==> src/rtl/core/dense_layer_train_engine_defines.svh <==
// Assertion macros for the RTL file that carries checks.
`ifndef DENSE_LAYER_TRAIN_ENGINE_DEFINES_SVH
`define DENSE_LAYER_TRAIN_ENGINE_DEFINES_SVH

// Same-cycle implication, sampled on the rising clock edge outside reset.
`define DLTE_ASSERT_IMP(lbl, ante, cons, msg) \
  lbl: assert property (@(posedge clk_i) disable iff (!rst_ni) (ante) |-> (cons)) \
    else $error(msg);

// Next-cycle implication, sampled on the rising clock edge outside reset.
`define DLTE_ASSERT_NXT(lbl, ante, cons, msg) \
  lbl: assert property (@(posedge clk_i) disable iff (!rst_ni) (ante) |=> (cons)) \
    else $error(msg);

`endif

==> src/rtl/core/dlte_pkg.sv <==
`default_nettype none
package dlte_pkg;

  localparam int unsigned MAX_INPUTS_DEF  = 1024;
  localparam int unsigned MAX_OUTPUTS_DEF = 16;
  localparam int unsigned RESULT_CAP      = 16;

  localparam int unsigned ACC_W  = 40;
  localparam int unsigned MUL_AW = 24;
  localparam int unsigned MUL_BW = 17;
  localparam int unsigned PROD_W = MUL_AW + MUL_BW;

  localparam logic signed [ACC_W-1:0] ACC_MAX = {1'b0, {(ACC_W-1){1'b1}}};
  localparam logic signed [ACC_W-1:0] ACC_MIN = {1'b1, {(ACC_W-1){1'b0}}};
  localparam logic signed [PROD_W-1:0] GRAD_LIM = 41'sd6553600;
  localparam logic signed [18:0] WEIGHT_LIM = 19'sd2560;

  localparam logic [10:0] INPUT_COUNT_RST  = 11'd1024;
  localparam logic [4:0]  OUTPUT_COUNT_RST = 5'd10;
  localparam logic [15:0] LEARN_RATE_RST   = 16'd655;

  typedef enum logic [2:0] {
    ACT_WR_WEIGHT = 3'd0,
    ACT_WR_BIAS   = 3'd1,
    ACT_FORWARD   = 3'd2,
    ACT_GRAD      = 3'd3,
    ACT_READ      = 3'd4
  } dlte_act_e;

  typedef enum logic [1:0] {
    CFG_INPUT_COUNT  = 2'd0,
    CFG_OUTPUT_COUNT = 2'd1,
    CFG_LEARN_RATE   = 2'd2
  } dlte_cfg_e;

  localparam logic KIND_LOGIT = 1'b0;
  localparam logic KIND_GRAD  = 1'b1;

  typedef struct packed {
    logic [2:0]         action;
    logic [3:0]         row_index;
    logic [9:0]         col_index;
    logic signed [15:0] data_value;
    logic               last_element;
  } dlte_in_t;

  typedef struct packed {
    logic               result_kind;
    logic [9:0]         result_index;
    logic signed [15:0] result_value;
    logic               result_last;
  } dlte_out_t;

  // Saturating accumulate of a product into a 40-bit accumulator.
  function automatic logic signed [ACC_W-1:0] sat_acc(input logic signed [ACC_W-1:0] a,
                                                      input logic signed [PROD_W-1:0] p);
    logic signed [PROD_W:0] s;
    s = (PROD_W+1)'(a) + (PROD_W+1)'(p);
    if (s > (PROD_W+1)'(ACC_MAX)) begin
      return ACC_MAX;
    end else if (s < (PROD_W+1)'(ACC_MIN)) begin
      return ACC_MIN;
    end
    return ACC_W'(s);
  endfunction

  // Accumulator to Q8.8: floor shift by eight, then saturate.
  function automatic logic signed [15:0] q88_out(input logic signed [ACC_W-1:0] acc);
    logic signed [ACC_W-1:0] s;
    s = acc >>> 8;
    if (s > 40'sd32767) begin
      return 16'sh7fff;
    end else if (s < -40'sd32768) begin
      return 16'sh8000;
    end
    return 16'(s);
  endfunction

endpackage
`default_nettype wire

==> src/rtl/core/dlte_mul.sv <==
`default_nettype none
module dlte_mul (
  input  wire logic                                 clk_i,
  input  wire logic                                 en_i,
  input  wire logic signed [dlte_pkg::MUL_AW-1:0]   a_i,
  input  wire logic signed [dlte_pkg::MUL_BW-1:0]   b_i,
  output logic signed      [dlte_pkg::PROD_W-1:0]   prod_o
);
  import dlte_pkg::*;

  logic signed [PROD_W-1:0] prod_q;

  // Registered product; it holds while the unit is not enabled.
  always_ff @(posedge clk_i) begin
    if (en_i) begin
      prod_q <= PROD_W'(a_i) * PROD_W'(b_i);
    end
  end

  assign prod_o = prod_q;

endmodule
`default_nettype wire
==> config.mk <==
export PLATFORM = sky130hd
export DESIGN_NAME = dlte_mul
export DESIGN_NICKNAME = d
export VERILOG_FILES = /design/src/rtl/core/dense_layer_train_engine_defines.svh /design/src/rtl/core/dlte_pkg.sv /design/src/rtl/core/dlte_mul.sv
export SDC_FILE = /design/constraint.sdc
export NUM_CORES = 1
export LEC_CHECK = 0
export ABC_AREA = 0
export CAP_MARGIN = 30
export CELL_PAD_IN_SITES_DETAIL_PLACEMENT = 1
export CELL_PAD_IN_SITES_GLOBAL_PLACEMENT = 2
export CORE_UTILIZATION = 43
export CTS_CLUSTER_SIZE = 30
export DETAILED_ROUTE_END_ITERATION = 6
export DONT_BUFFER_PORTS = 1
export PLACE_DENSITY_LB_ADDON = 0.1
export SYNTH_ARGS = -nofsm -noshare
export SYNTH_HDL_FRONTEND = slang
export SYNTH_SLANG_ARGS = --single-unit
==> constraint.sdc <==
create_clock -name clk_i -period 10.65 [get_ports clk_i]
set_input_delay 2.6625 -clock clk_i [delete_from_list [all_inputs] [get_ports clk_i]]
set_output_delay 2.6625 -clock clk_i [all_outputs]
set_load 0.05 [all_outputs]
==> qor.txt, run 1 <==
Minimum clock period after layout = 8.573 ns
Hold_buf cts = 0
Antenna violations before repair = 3
Hold crit path type = in -> reg
Number of clock buffers inserted by TritonCTS = 5
Max Clk Rate = 116.6 MHz
Starting Density = 43.65%
Proportion of synthesized chip area in sequential cells = 7.722%
Main synth FF type = edfxtp_1
H-tree Lvls = 2
#FFs+latches synth = 41
Final HPWL DP = 36420 um
Pins Over Slew Limit = 0
Critical Path End Type = flip-flop
Drt first pass iters = 5
Yosys top cell area share = 50.35%
Syn Std Cell Area = 0.01594 sq mm
Count leader, synth = inv_1
CTS Buffer Depth = 2
CTS Sinks = 41
Gr usage total = 25.37%
IO Pins = 84
Synthesized net count = 2238
CTS resizes = 0
Layout cells sized above 1 = 1.708%
WHS Path Cells = 0
P&R area growth vs syn = 3.084%
GPL Wtd Cong = 0.8216
Ant. Diodes = 0
CTS tree = done
Relative slew slack = 43.92%
Setup crit start kind = input pin
Setup Crit Path Kind = in -> reg
Worst Hold End = prod_o[36]
Via count = 10936
WP data arrival = 8.61 ns
Hold Path Origin = en_i
Syn Inst Count = 1695
Postcts setup bufs = 0
Actual slew at the worst max-slew pin = 0.8387 ns
Syn Area/Cell = 9.406 sq um
Global route overflow = 0
Yosys warnings = 0
RSZ-0062 raised after global routing = no
Asr flop ratio synth = 0%
Iter 0 DRT Violations = 344
Synth top area cells = fa_1 50%, inv_1 11%, ha_1 7.8%
Die height = 194.6 um
Routed WL = 45200 um
Nets@finish = 2181
Status = finished clean
Fin crit share = 80.50%
Drt via density = 5.190
Max-cap check violation count = 0
DR DRC count = 0
Vias in the first global route = 12826
First-pass GRT wire length = 72480 um
Die Wd = 194.6 um
Final count of hold timing violations = 0
Die area = 0.03785 sq mm
ANT nets after route = 0
Root Driver = clkbuf_16
Core region area = 0.03652 sq mm
Port Buffers = 0
Post-synth top cells = 457 x inv_1, 401 x fa_1, 227 x nand2_1
Largest net degree at the start of global routing = 42
Crit Path Max Fanout = 20
CP required = 10.69 ns
Number of distinct library cells after synthesis = 59
Final count of negative-setup-slack endpoints = 0
Post-synth EDFFs = 41
Routed WL per cell = 21.45 um
Num rows = 70
Setup TNS = 0 ns
Yosys top cell by area = fa_1
Worst-path clk slew = 0.07 ns
Max reg flops = 41
worst max-delay path by stage:
stage                       start          to  cells after the start
final                     b_i[16]  prod_o[40]                     20
after global routing       b_i[2]  prod_o[39]                     22
after CTS                 b_i[16]  prod_o[40]                     20
after detailed placement  b_i[16]  prod_o[40]                     20
after global placement    b_i[16]  prod_o[40]                     20
after floorplan            b_i[5]  prod_o[40]                     19
cells by family after synthesis:
family | synth area share [%]
and+or+nand+nor | 15.02
DFF | 7.722
buffers and inverters | 12.41
xor gates and xnor gates | 2.252
adders and majority gates | 58.12
AOI/OAI and AO/OA | 4.473
area by class of cell:
| class | instances | area [sq um] |
|---|---|---|
| clock inverters | 3 | 43.79 |
| clock buffers | 5 | 125.1 |
| inverters | 457 | 1715 |
| well taps | 468 | 585.6 |
| multi-input cells | 1133 | 12730 |
| fillers | 4156 | 20090 |
| flip-flops and latches | 41 | 1231 |
per-layer routing:
metal	track usage, %	vias to the layer above	part of all wire, %
met5	0	-	0.029
li1	-	4788	-
met1	30.81	5909	40
met3	2.828	59	3.3
met2	47.75	178	54
met4	5.820	2	2.3
per-stage QoR:
step	instance area (sq um)	worst slack (ns)	hold WS, ns	util, %	cells
after floorplan	15940	2.265	2.775	-	1695
final	16430	2.077	2.484	45.00	2107
after CTS	16430	2.046	2.479	45.00	2107
after global placement	16270	1.788	2.780	44.54	2099
after detailed placement	16270	1.739	2.783	44.54	2099
after global routing	16430	1.665	2.473	45.00	2107
placed cells by master (no fill, tap or decap), types with 2 or more instances in the layout:
master and count:
nand2b_1 8, a21oi_1 37, fa_1 401, o211ai_1 4, or2_2 2, o21ai_0 15, o21bai_1 4, a211oi_1 3
a21boi_0 2, clkbuf_16 5, edfxtp_1 41, or3_1 3, ha_1 99, a211o_1 2, o211ai_2 2, nand4_1 8
nor2_1 37, a31oi_1 2, o31ai_1 2, xnor2_1 33, and3_1 2, nand3_1 3, nor3_1 7, and2_1 177
nand2_1 227, a21o_2 3, xor2_1 8, and4_1 2, o21a_1 6, inv_1 457, nor2b_1 4, a21o_1 5
and2_2 3
worst max-delay path, stage by stage:
cell and delay (ns):
inv_1 0.58, nor2_1 0.16, fa_1 0.54, fa_1 0.45, fa_1 0.51, fa_1 0.43, fa_1 0.49, inv_1 0.05
fa_1 0.47, inv_1 0.04, ha_1 0.34, nand2_1 0.11, nor2_1 0.23, nand2_1 0.12, a2111oi_2 0.48, o311ai_2 0.19
a311oi_2 0.36, a311oi_1 0.14, o21bai_1 0.16, xnor2_1 0.08
Power of run 1 is left out: the tool's default activity adds up to more than one toggle a clock period on the data nets, which glitch-free logic cannot reach.
==> run 2: changes to the inputs <==
Settings changed: CORE_UTILIZATION 43 to 39.
Clock period 10.65 ns to 7.27 ns, I/O delays scaled along.
==> qor.txt, run 2 (synthesis gave the netlist of run 1 again) <==
CP required = 7.32 ns (-3.37 ns)
CTS Buffer Depth = 2 (unchanged)
Setup Crit Path Kind = in -> reg
Critical Path End Type = flip-flop
Fin crit share = 100.0%
Die Wd = 204.2 um (+5.0%)
Final count of hold timing violations = 0 (unchanged)
Num rows = 73 (+4.3%)
Gr usage total = 23.68% (-1.7 points)
DR DRC count = 0 (unchanged)
Largest net degree at the start of global routing = 42 (unchanged)
Status = finished, violations left
Setup crit start kind = input pin
Met1 WL = 17260 um (-4.2%)
Die height = 204.2 um (+5.0%)
IO Pins = 84 (unchanged)
CTS Sinks = 41 (unchanged)
Routed WL per cell = 20.23 um (-5.7%)
P&R area growth vs syn = 9.747%
Core region area = 0.04001 sq mm (+9.5%)
Antenna violations before repair = 0 (-3)
Ant. Diodes = 0 (unchanged)
Relative slew slack = 63.86% (+20 points)
Actual slew at the worst max-slew pin = 0.5432 ns (-0.2955 ns)
Iter 0 DRT Violations = 309 (-10%)
Drt first pass iters = 4 (-1)
Wire length on met2 = 26240 um (+6.6%)
Failing checks = negative setup slack
Port Buffers = 0 (unchanged)
Root Driver = clkbuf_16
Commonest cells after routing, fill and taps aside = 449 x inv_1, 392 x fa_1, 221 x nand2_1
Crit Path Max Fanout = 24 (+20%)
Final count of negative-setup-slack endpoints = 1 (+1)
Top Metal Used = met4
Pins Over Slew Limit = 0 (unchanged)
H-tree Lvls = 2 (unchanged)
Routed WL = 45630 um (+0.97%)
Max reg flops = 41 (unchanged)
Setup TNS = -0.0004414 ns (-0.0004414 ns)
ANT nets after route = 0 (unchanged)
Util after Layout = 43.74% (-1.3 points)
WP data arrival = 7.32 ns (-1.29 ns)
GPL Wtd Cong = 0.7936 (-3.4%)
DR WL met3 = 825 um (-45%)
Via count = 11161 (+2.1%)
Hold crit path type = in -> reg
Final Non-Filler Cells = 2256 (+7.1%)
Vias in the first global route = 13632 (+6.3%)
Minimum clock period after layout = 7.270 ns
Max-cap check violation count = 0 (unchanged)
Final worst slack = -0.0004414 ns (-2.077 ns)
CTS tree = done
Die area = 0.04169 sq mm (+10%)
Max Clk Rate = 137.5 MHz
Global route overflow = 0 (unchanged)
Number of clock buffers inserted by TritonCTS = 5 (unchanged)
Layout cells sized above 1 = 9.879% (+8.2 points)
RSZ-0062 raised after global routing = yes
Final HPWL DP = 37770 um (+3.7%)
Placed Cells = 2244 (+6.9%)
First-pass GRT wire length = 74210 um (+2.4%)
Most common cell after layout, fill and taps aside = inv_1
Starting Density = 39.85% (-3.8 points)
Nets@finish = 2273 (+4.2%)
Drt via density = 4.947 (-4.7%)
Worst-path clk slew = 0.07 ns (about the same)
## run 2: cell count changes in the layout (fill, tap and decap cells not counted), sizes merged
| cell | change |
|---|---|
| clkinv | +1 |
| bufinv | -1 |
| buf | +92 |
| inv | -1 |
| clkbuf | +1 |
## run 2: area by class of cell
cell class,instances,area (sq um)
Fill cell,4588,22510
Timing Repair Buffer,92,703.2
Clock inverter,2,10.01
Tap cell,525,656.9
Inverter,457,1715
Sequential cell,41,1231
Multi-Input combinational cell,1133,13050
Clock buffer,6,128.9
## run 2: what timing repair did
item                                    CTS  global route
pin swaps                                11            21
hold buffers                              0             0
resized for setup                         8            40
endpoints found under the setup margin    5            13
setup buffers                             1             3
## run 2: through the flow
stage | worst slack [ns] | area (sq um) | hold WS (ns)
4_1_cts | -0.02004 | 17300 | 1.626
3_3_place_gp | -0.4311 | 17120 | 1.933
5_1_grt | -0.2085 | 17500 | 1.622
2_1_floorplan | -0.007840 | 16240 | 1.930
3_5_place_dp | -0.4626 | 17120 | 1.933
6_report | -0.0004414 | 17500 | 1.634
## run 2: per-layer routing
metal,track usage (%),vias up
met3,1.658,55
met5,0,-
li1,-,4975
met1,25.96,5996
met2,48.05,135
met4,6.263,0
## run 2: final timing paths
check / from / endpoint / cells past startpoint / slack, ns
setup / recovery: b_i[5] / prod_o[38] / 22 / -0.0004
hold / removal: en_i / prod_o[8] / 0 / 1.63
## run 2: critical path: stages
cell	delay, ns
and2_1	0.15
fa_1	0.53
inv_1	0.05
fa_2	0.52
inv_2	0.04
fa_2	0.36
fa_2	0.50
fa_1	0.55
inv_1	0.05
fa_1	0.58
inv_2	0.05
ha_4	0.27
nor3_2	0.04
nor2_2	0.23
o211ai_4	0.15
a2111oi_4	0.47
o311ai_4	0.15
a311oi_2	0.35
buf_4	0.16
o21a_1	0.12
nor2_2	0.04
xnor2_1	0.13
Power of run 2 is left out for the same reason.
